<file path="src/sv/vsp_pkg.sv">
// Shared types and constants for the version string parser.
`timescale 1ns / 1ps

package vsp_pkg;

    localparam int unsigned CH_W    = 8;
    localparam int unsigned COMP_W  = 17;
    localparam int unsigned NCOMP   = 3;
    localparam int unsigned PROD_W  = COMP_W + 4;
    localparam int unsigned FIELD_W = NCOMP * COMP_W;
    localparam int unsigned TDATA_W = ((FIELD_W + 7) / 8) * 8;

    localparam logic [CH_W-1:0]   CHAR_NUL  = 8'h00;
    localparam logic [CH_W-1:0]   CHAR_ZERO = 8'h30;
    localparam logic [CH_W-1:0]   CHAR_NINE = 8'h39;
    localparam logic [CH_W-1:0]   CHAR_DOT  = 8'h2E;
    localparam logic [COMP_W-1:0] LIMIT_VALUE = 17'd100000;

    typedef enum logic [1:0] {
        PH_START = 2'd0,
        PH_NUM   = 2'd1,
        PH_DOT   = 2'd2
    } phase_t;

    typedef logic [COMP_W-1:0] comp_t;

endpackage

</file>
<file path="src/sv/version_string_parser_unit.sv">
// Top level of the dotted version string parser.
`timescale 1ns / 1ps

// One character beat is taken every clock cycle; a string of N characters
// takes N beats, and its result appears in the output register on the cycle
// after the beat that ends it (a NUL character or tlast). The rate rests on
// the per-character update of the phase and component accumulators, a
// multiply-by-ten, add and compare done combinationally per beat. The input
// stalls only while a finished result is held and the downstream side is not
// ready. Up to three components are kept; a component above 100000, a stray
// character, a leading or trailing dot, or an empty string gives an all-zero,
// invalid result. Characters after a fourth component begins are ignored.
module version_string_parser_unit
(
    input  logic                              clk,
    input  logic                              rst_n,
    input  logic                              s_axis_tvalid,
    output logic                              s_axis_tready,
    input  logic [vsp_pkg::CH_W-1:0]          s_axis_tdata,  // [7:0] ch
    input  logic                              s_axis_tlast,  // last
    output logic                              m_axis_tvalid,
    input  logic                              m_axis_tready,
    output logic [vsp_pkg::TDATA_W-1:0]       m_axis_tdata,  // major, minor, patch, zero pad
    output logic                              m_axis_tuser   // valid_res
);

    vsp_pkg::phase_t phase_reg, phase_next;
    logic [1:0]      count_reg, count_next;
    vsp_pkg::comp_t  vals_reg [vsp_pkg::NCOMP];
    vsp_pkg::comp_t  vals_next [vsp_pkg::NCOMP];
    logic            err_reg, err_next;
    logic            ended_reg, ended_next;

    logic                          out_valid_reg, out_valid_next;
    logic [vsp_pkg::FIELD_W-1:0]   out_data_reg, out_data_next;
    logic                          out_ok_reg, out_ok_next;

    logic                          accept;
    logic                          is_digit;
    logic                          is_nul;
    logic                          finish;
    logic [3:0]                    digit;
    logic [1:0]                    idx;
    vsp_pkg::comp_t                cur_val;
    logic [vsp_pkg::PROD_W-1:0]    grown;
    logic                          ok;

    assign s_axis_tready = !out_valid_reg || m_axis_tready;
    assign accept        = s_axis_tvalid && s_axis_tready;
    assign is_nul        = (s_axis_tdata == vsp_pkg::CHAR_NUL);
    assign is_digit      = (s_axis_tdata >= vsp_pkg::CHAR_ZERO)
                        && (s_axis_tdata <= vsp_pkg::CHAR_NINE);
    assign digit         = is_digit ? 4'(s_axis_tdata - vsp_pkg::CHAR_ZERO) : 4'd0;
    assign finish        = is_nul || s_axis_tlast;
    assign idx           = count_reg - 2'd1;

    always_comb
    begin
        case (idx)
            2'd0:    cur_val = vals_reg[0];
            2'd1:    cur_val = vals_reg[1];
            2'd2:    cur_val = vals_reg[2];
            default: cur_val = '0;
        endcase
    end

    // value * 10 + digit, as (v << 3) + (v << 1) + d
    assign grown = {1'b0, cur_val, 3'b000}
                 + {3'b000, cur_val, 1'b0}
                 + {{(vsp_pkg::PROD_W-4){1'b0}}, digit};

    // Next-state logic of the character parser
    always_comb
    begin
        phase_next = phase_reg;
        count_next = count_reg;
        err_next   = err_reg;
        ended_next = ended_reg;
        for (int i = 0; i < vsp_pkg::NCOMP; i++)
        begin
            vals_next[i] = vals_reg[i];
        end

        if (!is_nul && !err_reg && !ended_reg)
        begin
            unique case (phase_reg)
                vsp_pkg::PH_NUM:
                begin
                    if (is_digit)
                    begin
                        if (count_reg == 2'd0)
                        begin
                            err_next = 1'b1;
                        end
                        else if (grown > {4'b0000, vsp_pkg::LIMIT_VALUE})
                        begin
                            err_next = 1'b1;
                        end
                        else
                        begin
                            vals_next[idx] = grown[vsp_pkg::COMP_W-1:0];
                        end
                    end
                    else if (s_axis_tdata == vsp_pkg::CHAR_DOT)
                    begin
                        phase_next = vsp_pkg::PH_DOT;
                    end
                    else
                    begin
                        err_next = 1'b1;
                    end
                end
                default:
                begin
                    // start, after a dot, or the unused code: a digit opens a component
                    if (is_digit)
                    begin
                        if (count_reg == 2'd3)
                        begin
                            ended_next = 1'b1;
                        end
                        else
                        begin
                            vals_next[count_reg] = {{(vsp_pkg::COMP_W-4){1'b0}}, digit};
                            count_next           = count_reg + 2'd1;
                            phase_next           = vsp_pkg::PH_NUM;
                        end
                    end
                    else
                    begin
                        err_next = 1'b1;
                    end
                end
            endcase
        end
    end

    assign ok = !err_next && (ended_next || (phase_next == vsp_pkg::PH_NUM));

    // Result register loading
    always_comb
    begin
        out_valid_next = out_valid_reg;
        out_data_next  = out_data_reg;
        out_ok_next    = out_ok_reg;
        if (out_valid_reg && m_axis_tready)
        begin
            out_valid_next = 1'b0;
        end
        if (accept && finish)
        begin
            out_valid_next = 1'b1;
            out_ok_next    = ok;
            out_data_next  = ok ? {vals_next[2], vals_next[1], vals_next[0]} : '0;
        end
    end

    always_ff @(posedge clk or negedge rst_n)
    begin
        if (!rst_n)
        begin
            phase_reg     <= vsp_pkg::PH_START;
            count_reg     <= 2'd0;
            err_reg       <= 1'b0;
            ended_reg     <= 1'b0;
            out_valid_reg <= 1'b0;
            for (int i = 0; i < vsp_pkg::NCOMP; i++)
            begin
                vals_reg[i] <= '0;
            end
        end
        else
        begin
            out_valid_reg <= out_valid_next;
            if (accept)
            begin
                if (finish)
                begin
                    // drop the string state once its result is loaded
                    phase_reg <= vsp_pkg::PH_START;
                    count_reg <= 2'd0;
                    err_reg   <= 1'b0;
                    ended_reg <= 1'b0;
                    for (int i = 0; i < vsp_pkg::NCOMP; i++)
                    begin
                        vals_reg[i] <= '0;
                    end
                end
                else
                begin
                    phase_reg <= phase_next;
                    count_reg <= count_next;
                    err_reg   <= err_next;
                    ended_reg <= ended_next;
                    for (int i = 0; i < vsp_pkg::NCOMP; i++)
                    begin
                        vals_reg[i] <= vals_next[i];
                    end
                end
            end
        end
    end

    always_ff @(posedge clk)
    begin
        out_data_reg <= out_data_next;
        out_ok_reg   <= out_ok_next;
    end

    assign m_axis_tvalid = out_valid_reg;
    assign m_axis_tdata  = {{(vsp_pkg::TDATA_W-vsp_pkg::FIELD_W){1'b0}}, out_data_reg};
    assign m_axis_tuser  = out_ok_reg;

endmodule

</file>
<file path="config.mk">
export PLATFORM = sky130hd
export DESIGN_NAME = version_string_parser_unit
export DESIGN_NICKNAME = d
export VERILOG_FILES = /design/src/sv/vsp_pkg.sv /design/src/sv/version_string_parser_unit.sv
export SDC_FILE = /design/constraint.sdc
export NUM_CORES = 1
export LEC_CHECK = 0
export ABC_AREA = 1
export CORE_MARGIN = 2
export CORE_UTILIZATION = 55
export CTS_BUF_LIST = sky130_fd_sc_hd__clkbuf_16
export DETAILED_ROUTE_END_ITERATION = 6
export DONT_BUFFER_PORTS = 1
export PLACE_DENSITY = 0.7
export SLEW_MARGIN = 15
export SYNTH_ARGS = -nofsm -noshare
export SYNTH_HDL_FRONTEND = slang
export SYNTH_SLANG_ARGS = --single-unit
</file>
<file path="constraint.sdc">
create_clock -name clk -period 5.6 [get_ports clk]
set_input_delay 0.28 -clock clk [delete_from_list [all_inputs] [get_ports clk]]
set_output_delay 0.28 -clock clk [all_outputs]
set_load 0.01 [all_outputs]
</file>
# [Word-level counts from Yosys, hierarchy flattened]
# Index checks and enable logic that the tools add are counted.
[op_classes] add_sub_neg=5 order_cmp=7 n_eq_ne=8 muxes=43 bitwise=2 reduce_logical=24
[op_table] cell="$mux W51" n=8
[op_table] cell="$bwmux W51" n=2
[op_table] cell="$demux W17 S2" n=2
[op_table] cell="$pmux W17 S3" n=1
[op_table] cell="$mux W17" n=2
[op_table] cell="$mux W2" n=12
[op_table] cell="$add A20 B18 Y21" n=1
[op_table] cell="$add A21 B4 Y21" n=1
[op_table] cell="$gt A21 B17 Y1 const B" n=1
[op_table] cell="$mux W1" n=15
[op_table] cell="$logic_and A1 B1 Y1" n=9
[op_table] cell="$eq A8 B6 Y1 const B" n=1
[op_table] cell="$ge A8 B6 Y1 const B" n=1
[op_table] cell="$le A8 B6 Y1 const B" n=1
[op_table] cell="$logic_not A8 Y1" n=1
[op_table] cell="$eq A2 B1 Y1 const B" n=3
[op_table] cell="$ge A3 B3 Y1 const B" n=2
[op_table] cell="$lt A3 B1 Y1 const B" n=2
[op_table] cell="$not A2 Y3" n=2
[op_table] cell="$reduce_bool A2 Y1" n=3
[op_table] cell="$logic_not A1 Y1" n=5
[op_table] cell="$reduce_and A5 Y1" n=1
[op_table] cell="$eq A2 B2 Y1 const B" n=2
[op_table] cell="$logic_not A2 Y1" n=2
[op_table] cell="other kinds (6)" n=9
[totals] reg_bits=110 input_bits=13 out_inout_bits=59 wordCells=99

# [Depth between registers and ports, before layout]
# Gate-level depths: netlist of run 1.
[depth] word_depth=13 ltp_mapped=30 ltp_nobuf=28

# [Worst setup path after synthesis of run 1]
# No wires, ideal clock.
[synth_path] path_type="register to register" from="register count_reg[0]" to="register out_data_reg[10] (netlist bit) (data pin)" setup_ps=252 t_arrival_ps=3712 required_time_ps=5348 path_slack_ps=1637 stages_incl_launch_ff=26 n_path_buf=3 synth_period_minus_slack_ps=3963 cell_sequence="dfrtp_1 > ha_1 > clkbuf_1 > buf_1 > nand2_1 > o221ai_1 > nand2_1 > inv_1 > ha_1 > ha_1 > fa_1 > nand2_1 > nand2_1 > nand3_1 > nand2_1 > nand3_1 > nand2_1 > nand2_1 > nand4_1 > nor2_4 > clkbuf_1 > nand4_1 > nand3_1 > nand2_1 > nand2_1 > nor2_1"
[synth_between] elab_chain_len=13 word_cells_on_any_way=48 classes_between="add/sub (3); order compare (5); eq/ne (4); mux (27); bitwise (2); reduce/logical (7)"
[synth_rtl] element="start, declared" line="version_string_parser_unit.sv:28" text="logic [1:0] count_reg, count_next;"
[synth_rtl] element="start signal, assigned" line="version_string_parser_unit.sv:192" text="count_reg <= count_next;"
[synth_rtl] element="$sub A2 B1 Y2" line="version_string_parser_unit.sv:55" text="assign idx = count_reg - 2'd1;"
[synth_rtl] element="$eq A2 B2 Y1, or another cell as far along" line="version_string_parser_unit.sv:59" text="case (idx)"
[synth_rtl] element="$pmux W17 S3" line="version_string_parser_unit.sv:59"
[synth_rtl] element="$add A20 B18 Y21" line="version_string_parser_unit.sv:69" text="+ {3'b000, cur_val, 1'b0}"
[synth_rtl] element="$add A21 B4 Y21" line="version_string_parser_unit.sv:70" text="+ {{(vsp_pkg::PROD_W-4){1'b0}}, digit};"
[synth_rtl] element="$gt A21 B17 Y1" line="version_string_parser_unit.sv:95" text="else if (grown > {4'b0000, vsp_pkg::LIMIT_VALUE})"
[synth_rtl] element="$mux W1" line="version_string_parser_unit.sv:95"
[synth_rtl] element="$mux W1" line="version_string_parser_unit.sv:91" text="if (count_reg == 2'd0)"
[synth_rtl] element="$mux W1" line="version_string_parser_unit.sv:89" text="if (is_digit)"
[synth_rtl] element="$mux W1" line="version_string_parser_unit.sv:86" text="unique case (phase_reg)"
[synth_rtl] element="$mux W1" line="version_string_parser_unit.sv:84" text="if (!is_nul && !err_reg && !ended_reg)"
[synth_rtl] element="$logic_not A1 Y1" line="version_string_parser_unit.sv:138" text="assign ok = !err_next && (ended_next || (phase_next == vsp_pkg::PH_NUM));"
[synth_rtl] element="$logic_and A1 B1 Y1" line="version_string_parser_unit.sv:138"
[synth_rtl] element="end signal, assigned" line="version_string_parser_unit.sv:206" text="out_data_reg <= out_data_next;"
[synth_rtl] element="end, declared" line="version_string_parser_unit.sv:35" text="logic [vsp_pkg::FIELD_W-1:0] out_data_reg, out_data_next;"
# Several ways; a longest one is shown, not always the timed one.
# A chain may end at the register's enable or synchronous reset.

# [Worst setup path after layout of run 1]
[layout_path] from="register count_reg[1]" to="register out_data_reg[31] (netlist bit) (data pin)"
# Same word-level chain as after synthesis.

==> key figures, run 1 <==
Run status
  – Status: completed

Clocking
  – CTS tree: done
  – Clk slew on worst S/H paths: 0.07 ns
  – H-tree depth: 3
  – CTS buffer count: 9
  – Skew-Pair Late Insertion Delay: 0.37 ns
  – Root buffer cell: clkbuf_16
  – Clk sink count: 110
  – Clk buf depth: 2
  – Cts repair resizes: 0

Cells and area
  – Ant diodes: 0
  – Fraction of layout cells with a size suffix above 1: 3.41%
  – Total Nets Final: 1,281
  – Finished Core Util: 58.8%
  – Fillers: 1,464
  – Synthesis-to-finish area growth: 4.87%

Floorplanning
  – Initial Utilization: 56.1%
  – Std cell rows: 45
  – CORE AREA: 0.0151 mm^2
  – Die area: 0.0164 mm^2
  – Die Wd: 128 um
  – Ports: 72
  – Die Y: 128 um

Synth
  – Top FF cell, synth: dfrtp_1
  – Cell area after synthesis: 0.00846 mm^2
  – Synth top area cells: nand2_1 (21%), edfxtp_1 (18%), dfrtp_1 (17%)
  – Synth area leader: nand2_1
  – Mapped Avg Cell Area: 6.71 um^2
  – Yosys top cell area share: 20.8%
  – Synth Warn #: 0
  – FFs w/ async S/R, synth: 52.7%
  – Synthesized flop and latch total: 110
  – Most frequent cell after synthesis: nand2_1
  – Synth Instances: 1,261
  – Top cells by count, synth: nand2_1 (469), inv_1 (147), nand3_1 (128)
  – EDFF count, synth: 52
  – Synth cell types: 32
  – Sequential-to-total area share from yosys stat: 35.6%

STA
  – Fin Setup TNS: 0 ns
  – Worst setup margin: 0.388 ns
  – Final Skew: 0.0144 ns
  – RSZ-0062 raised after global routing: no
  – Final Hold Viols: 0
  – Final setup violation count: 0
  – Slew Viols, Final: 0
  – Fin crit period: 5.21 ns
  – Rel. slew slack: 33.6%
  – Final worst-path cycle share: 93.1%
  – Worst slew pin tran: 0.997 ns
  – Upper clock frequency limit: 0.192 GHz

Critical path
  – Crit start category: register
  – WS Path Type: register to register
  – CP required: 5.82 ns
  – Flop-to-flop setup slack: 0.39 ns
  – R2R depth: 24
  – Worst setup path endpoint: out_data_reg[31]$_SDFFCE_PN0P_
  – Worst Path Arrival: 5.43 ns
  – CP Launch Point: count_reg[1]$_DFFE_PN0P_
  – Crit. End Element: register
  – Crit path max fanout: 18
  – FF-to-FF Start: count_reg[1]$_DFFE_PN0P_
  – FF-to-FF End: out_data_reg[31]$_SDFFCE_PN0P_

Global route
  – Grt ovf: 0
  – Pin count of the biggest net entering global routing: 94
  – Vias in the first global route: 7,571
  – First-pass GRT wire length: 39.8 mm
  – GRT Resource Usage Total: 31.4%
  – Antenna violations before repair: 0

Placement
  – IO buf count: 0
  – RD Place Congestion: 0.945
  – DP Worst Slack: 0.519 ns
  – DP Wirelength: 17.1 mm

Power
  – P_leak: 4.58 nW
  – Worst VDD drop: 0.346 mV
  – Pwr Density: 328 mW/mm^2

Drt
  – Detailed Routing Iterations Pass 1: 7
  – Routed len/inst: 17.8 um
  – Final antenna-violating net count: 0
  – Iteration-0 DRC count of the detailed router: 1,113
  – Vias per cell: 5.89
  – DR vias: 8,364
  – DRC viols: 0
  – Routed WL: 25.2 mm

Worst hold path
  – Hold crit path type: primary input to register

Run
  – Max-cap viol count: 0
where the power goes:
| group | leakage [nW] | internal [W] | switching, W |
|---|---|---|---|
| sequential | 1.28 | 0.000989 | 0.000129 |
| clock | 0.160 | 0.000392 | 0.000315 |
| combinational | 3.15 | 0.000343 | 0.000742 |
| total | 4.58 | 0.00172 | 0.00119 |
how the worst min path moves through the flow:
stage                   from  slack [ns]  cells past startpoint                         to
3_5_place_dp           rst_n       -0.01                      0   vals_reg[29]$_DFFE_PN0P_
2_1_floorplan          rst_n       -0.02                      0   count_reg[0]$_DFFE_PN0P_
4_1_cts        m_axis_tready        0.17                      3  m_axis_tvalid$_DFFE_PN0P_
5_1_grt        m_axis_tready        0.18                      3  m_axis_tvalid$_DFFE_PN0P_
6_report       m_axis_tready        0.18                      3  m_axis_tvalid$_DFFE_PN0P_
3_3_place_gp           rst_n       -0.01                      0   vals_reg[29]$_DFFE_PN0P_
repair_timing:
action	in CTS	in global routing
endpoints found under the hold margin	58	0
setup buffers	0	0
hold buffers	2	0
critical path: stages, from the launching register on:
cell and delay (ns):
dfrtp_1 0.44, inv_1 0.12, ha_1 0.15, clkinv_1 0.48, o221ai_1 0.36, nand2_1 0.14
fa_1 0.54, inv_1 0.06, fa_1 0.50, nand2_1 0.09, nand2_1 0.05, nand3_1 0.09
nand2_1 0.08, nand3_1 0.09, nand2_1 0.05, nand2_1 0.06, nand4_1 0.14, nor2_4 0.41
buf_4 0.28, nand3_2 0.40, nand2_1 0.18, nand3_1 0.08, nand2_1 0.10, nand2_1 0.05
nor2_1 0.09
metal layers:
layer  up-vias  GRT usage (%)  routed length [um]
li1       4061              -                   -
met1      3769           43.0               10800
met4         0           13.8                 939
met3        79           6.09                2280
met2       455           48.3               11200
met5         -              0                   0
cell families after synthesis:
group	count (synthesis)	share of synthesized area, %
AND/OR/NAND/NOR	770	38.7
flip-flops	110	35.6
XOR/XNOR	1	0.104
buffers and inverters	221	10.9
AO/OA/AOI/OAI	116	8.31
other	1	0.0443
adder cells (fa/ha/maj)	42	6.39
cell type report:
cell class	count	area [um^2]	share of cell area, %
Clock inverter	7	91.3	1.03
Inverter	153	574	6.47
Multi-Input combinational cell	934	4560	51.4
Timing Repair Buffer	18	170	1.92
Tap cell	188	235	2.65
Sequential cell	110	3010	34.0
Clock buffer	9	225	2.54
metrics by stage:
step	hold slack, ns	instance area [um^2]	power (W)	instances
after detailed placement	-0.0137	8520	0.00218	1401
after floorplan	-0.0156	8470	0.00195	1265
after global routing	0.185	8870	0.00311	1419
final	0.180	8870	0.00291	1419
after global placement	-0.0142	8520	0.00216	1401
after CTS	0.172	8870	0.00289	1419
cells in the final DEF (no fill, tap or decap), types with 2 or more instances in the layout:
cell type and count:
a21oi_1 29, a31oi_1 41, buf_4 15, bufinv_16 2
clkbuf_16 9, clkinv_1 6, conb_1 5, dfrtp_1 58
edfxtp_1 52, fa_1 2, ha_1 40, inv_1 149
nand2_1 467, nand2_2 3, nand3_1 128, nand3_2 4
nand3b_1 5, nand4_1 58, nor2_1 98, nor2_4 3
nor4_1 2, o21ai_0 26, o221ai_1 16
Power figures use the tool's default switching activity.
==> run 2: changes to the inputs <==
--- a/config.mk
+++ b/config.mk
@@ -5,13 +5,14 @@
 export SDC_FILE = /design/constraint.sdc
 export NUM_CORES = 1
 export LEC_CHECK = 0
-export ABC_AREA = 1
+export ABC_AREA = 0
 export CORE_MARGIN = 2
 export CORE_UTILIZATION = 55
 export CTS_BUF_LIST = sky130_fd_sc_hd__clkbuf_16
 export DETAILED_ROUTE_END_ITERATION = 6
 export DONT_BUFFER_PORTS = 1
 export PLACE_DENSITY = 0.7
+export SKIP_CTS_REPAIR_TIMING = 1
 export SLEW_MARGIN = 15
 export SYNTH_ARGS = -nofsm -noshare
 export SYNTH_HDL_FRONTEND = slang
==> run 2 against run 1 <==
  * The run now ends with design-rule violations left
  * Die area shrank 18%
  * Wire length shrank 17%
  * Final cell count shrank 36%
  * Sequential power decreased by 21%
  * Core utilization increased by 4.5 points
  * Global-route usage is 0.51 points higher
  * Sequential cell count stayed put
  * Non-clock buffer count grew 20
  * Clock skew is 0.0059 ns lower
==> key figures, run 2 <==
Cells and area
  – Non-filler cells, final: 902 (-36%)
  – Ant diodes: 0 (unchanged)
  – Fraction of layout cells with a size suffix above 1: 12.8% (+9.4 points)
  – Most frequent cells in the layout: nor2_1 (86), nand2_1 (75), dfrtp_1 (56)
  – Total Nets Final: 784 (-39%)
  – Final Cell Area: 0.00767 mm^2 (-14%)
  – Finished Core Util: 63.3% (+4.5 points)
  – Commonest non-fill, non-tap cell in the layout: nor2_1
  – Synthesis-to-finish area growth: 11.0%

Placement
  – Placed cell areas: 0.00721 mm^2 (-15%)
  – DP Worst Slack: -0.0880 ns (-0.607 ns)
  – DP Cell Count: 879 (-37%)
  – RD Place Congestion: 0.995 (+5.3%)
  – IO buf count: 0 (unchanged)
  – DP Wirelength: 15.4 mm (-10%)

Worst hold path
  – Hold crit path type: primary input to register
  – HP Start: s_axis_tdata[0]
  – WHS Path Cells: 1 (-2)

Power
  – P_leak: 2.96 nW (-35%)
  – Clock share of power: 39.8% (+15 points)
  – Worst VDD drop: 0.139 mV (-60%)
  – Pwr Density: 218 mW/mm^2 (-33%)
  – Int Pwr: 0.00125 W (-28%)
  – Comb power frac: 7.2% (-30 points)
  – Switching Fraction: 25.3% (-15 points)
  – Seq pwr share: 52.9% (+15 points)
  – Net Sw Power: 0.000424 W (-64%)

Drt
  – Routed WL: 20.9 mm (-17%)
  – Routed len/inst: 23.1 um (+30%)
  – Iteration-0 DRC count of the detailed router: 829 (-26%)
  – DR vias: 6,086 (-27%)
  – Final antenna-violating net count: 0 (unchanged)
  – DRC viols: 29 (+29)
  – Detailed Routing Iterations Pass 1: 7 (unchanged)
  – Vias per cell: 6.75 (+14%)

Synth
  – FFs w/ async S/R, synth: 52.7% (unchanged)
  – Yosys top cell area share: 22.6% (+1.8 points)
  – EDFF count, synth: 52 (unchanged)
  – Synth top area cells: edfxtp_1 (23%), dfrtp_1 (21%), ha_1 (7.2%)
  – Synth cell types: 71 (+120%)
  – Most frequent cell after synthesis: nor2_1
  – Cell area after synthesis: 0.00691 mm^2 (-18%)
  – Synth Instances: 720 (-43%)
  – Synth area leader: edfxtp_1
  – Synth Warn #: 0 (unchanged)
  – Largest family of logic cells by synthesized area: compound AO/OA/AOI/OAI gates
  – Sequential-to-total area share from yosys stat: 43.6% (+8.0 points)
  – Multiplexer share of the synthesized area: 1.20% (+1.2 points)
  – Compound-gate portion of the synthesized area: 25.4% (+17 points)
  – Adder-cell share of the synthesized area: 7.82% (+1.4 points)
  – Mapped Avg Cell Area: 9.59 um^2 (+43%)
  – Post-synthesis simple-gate area fraction: 16.3% (-22 points)
  – Top FF cell, synth: dfrtp_1
  – Synthesized flop and latch total: 110 (unchanged)
  – Top cells by count, synth: nor2_1 (86), nand2_1 (76), dfrtp_1 (58)
  – Xor and xnor area share after synthesis: 1.14% (+1.0 points)

STA
  – Rel. slew slack: 29.6% (-3.9 points)
  – Fin Hold WS: 0.0895 ns (-0.0900 ns)
  – Final Skew: 0.00851 ns (-0.00592 ns)
  – Worst setup margin: 0.102 ns (-0.286 ns)
  – RSZ-0062 raised after global routing: yes
  – Worst slew pin tran: 1.06 ns (+0.0590 ns)
  – Fin crit period: 5.50 ns (+0.286 ns)
  – Final Hold Viols: 0 (unchanged)
  – Upper clock frequency limit: 0.182 GHz (-5.2%)
  – Final setup violation count: 0 (unchanged)
  – Final worst-path cycle share: 98.2% (+5.1 points)
  – Slew Viols, Final: 0 (unchanged)

Critical path
  – CP required: 5.82 ns (about the same)
  – WS Path Type: register to register
  – FF-to-FF Start: count_reg[0]$_DFFE_PN0P_
  – Crit path max fanout: 15 (-3)
  – Crit start category: register
  – R2R depth: 18 (-25%)
  – Worst Path Arrival: 5.72 ns (+0.29 ns)
  – Crit. End Element: register
  – CP Launch Point: count_reg[0]$_DFFE_PN0P_

Clocking
  – Skew-Pair Late Insertion Delay: 0.36 ns (about the same)
  – Clk sink count: 110 (unchanged)
  – Clk buf depth: 2 (unchanged)
  – Clk slew on worst S/H paths: 0.08 ns (about the same)
  – CTS buffer count: 9 (unchanged)
  – Root buffer cell: clkbuf_16
  – CTS tree: done
  – H-tree depth: 3 (unchanged)

Floorplanning
  – Std cell rows: 40 (-11%)
  – Initial Utilization: 57.0% (+0.98 points)
  – Die Wd: 116 um (-9.3%)
  – CORE AREA: 0.0121 mm^2 (-20%)
  – Die area: 0.0135 mm^2 (-18%)
  – Ports: 72 (unchanged)
  – Die Y: 116 um (-9.3%)

Global route
  – First-pass GRT wire length: 32.4 mm (-19%)
  – Pin count of the biggest net entering global routing: 59 (-37%)
  – Antenna violations before repair: 0 (unchanged)
  – Grt ovf: 0 (unchanged)
  – Vias in the first global route: 5,696 (-25%)
  – GRT Resource Usage Total: 31.9% (+0.51 points)

Run status
  – Status: complete, but fails checks
  – Failing checks: design-rule violations

Run
  – Max-cap viol count: 0 (unchanged)
[run 2: cell types whose count changed after synthesis, sizes merged, moves of 16 or more]
| cell | change |
|---|---|
| nand2 | -394 |
| clkbuf | -18 |
| a22oi | +30 |
| nand4 | -56 |
| a22o | +16 |
| a31oi | -38 |
| inv | -121 |
| nand3 | -112 |
[run 2: power groups by stage]
stage | Combinational [W] | Clock [W] | Sequential [W]
after detailed placement | 0.000101 | 0 | 0.000903
after CTS | 0.000102 | 0.000666 | 0.000886
after floorplan | 0.0000735 | 0 | 0.000899
after global placement | 0.000100 | 0 | 0.000903
after global routing | 0.000130 | 0.000696 | 0.000889
final | 0.000121 | 0.000667 | 0.000886
[run 2: layout make-up]
type,instances,area [um^2]
clock buffers,9,225
clock inverters,7,78.8
fillers,1032,4440
inverters,26,97.6
multi-input cells,544,3700
flip-flops and latches,110,3020
well taps,168,210
repair buffers,38,337
[run 2: logic make-up after synthesis]
| kind of cell | count (synthesis) |
|---|---|
| other | 1 |
| adder cells (fa/ha/maj) | 42 |
| AO/OA/AOI/OAI | 230 |
| AND/OR/NAND/NOR | 249 |
| buffers and inverters | 71 |
| multiplexers | 8 |
| XOR/XNOR | 9 |
| flip-flops | 110 |
[run 2: through the flow]
step	power [W]	TNS, ns
2_1_floorplan	0.000972	0
3_3_place_gp	0.00100	0
3_5_place_dp	0.00100	-1.08
4_1_cts	0.00165	-1.52
5_1_grt	0.00171	-0.428
6_report	0.00167	0
[run 2: final timing paths]
check | endpoint | slack [ns]
setup / recovery | out_data_reg[3]$_SDFFCE_PN0P_ | 0.10
hold / removal | vals_reg[17]$_DFFE_PN0P_ | 0.09
setup reg to reg | out_data_reg[3]$_SDFFCE_PN0P_ | 0.10
hold reg to reg | vals_reg[13]$_DFFE_PN0P_ | 0.52
max in group asynchronous | count_reg[0]$_DFFE_PN0P_ | 4.87
min in group asynchronous | vals_reg[47]$_DFFE_PN0P_ | 0.44
[run 2: worst max-delay path, cell delays in order (launching register included)]
cell and delay (ns):
dfrtp_2 0.47, ha_1 0.27, buf_4 0.22, a222oi_1 0.48, nor2_1 0.15, ha_1 0.32
ha_1 0.36, o211a_1 0.26, a211o_1 0.36, a2111oi_2 0.31, o21ai_1 0.10, o311ai_1 0.12
or4b_4 0.50, buf_4 0.21, a211oi_4 0.47, buf_4 0.20, nand3_1 0.07, a31oi_1 0.25
and3_1 0.22
[run 2: routing by layer]
layer / share of wire (%) / routed length [um] / track usage, %
met4: 1.6 / 344 / 8.73
met1: 45 / 9360 / 47.9
met3: 9.9 / 2070 / 6.64
met2: 44 / 9100 / 46.8
met5: 0 / 0 / 0
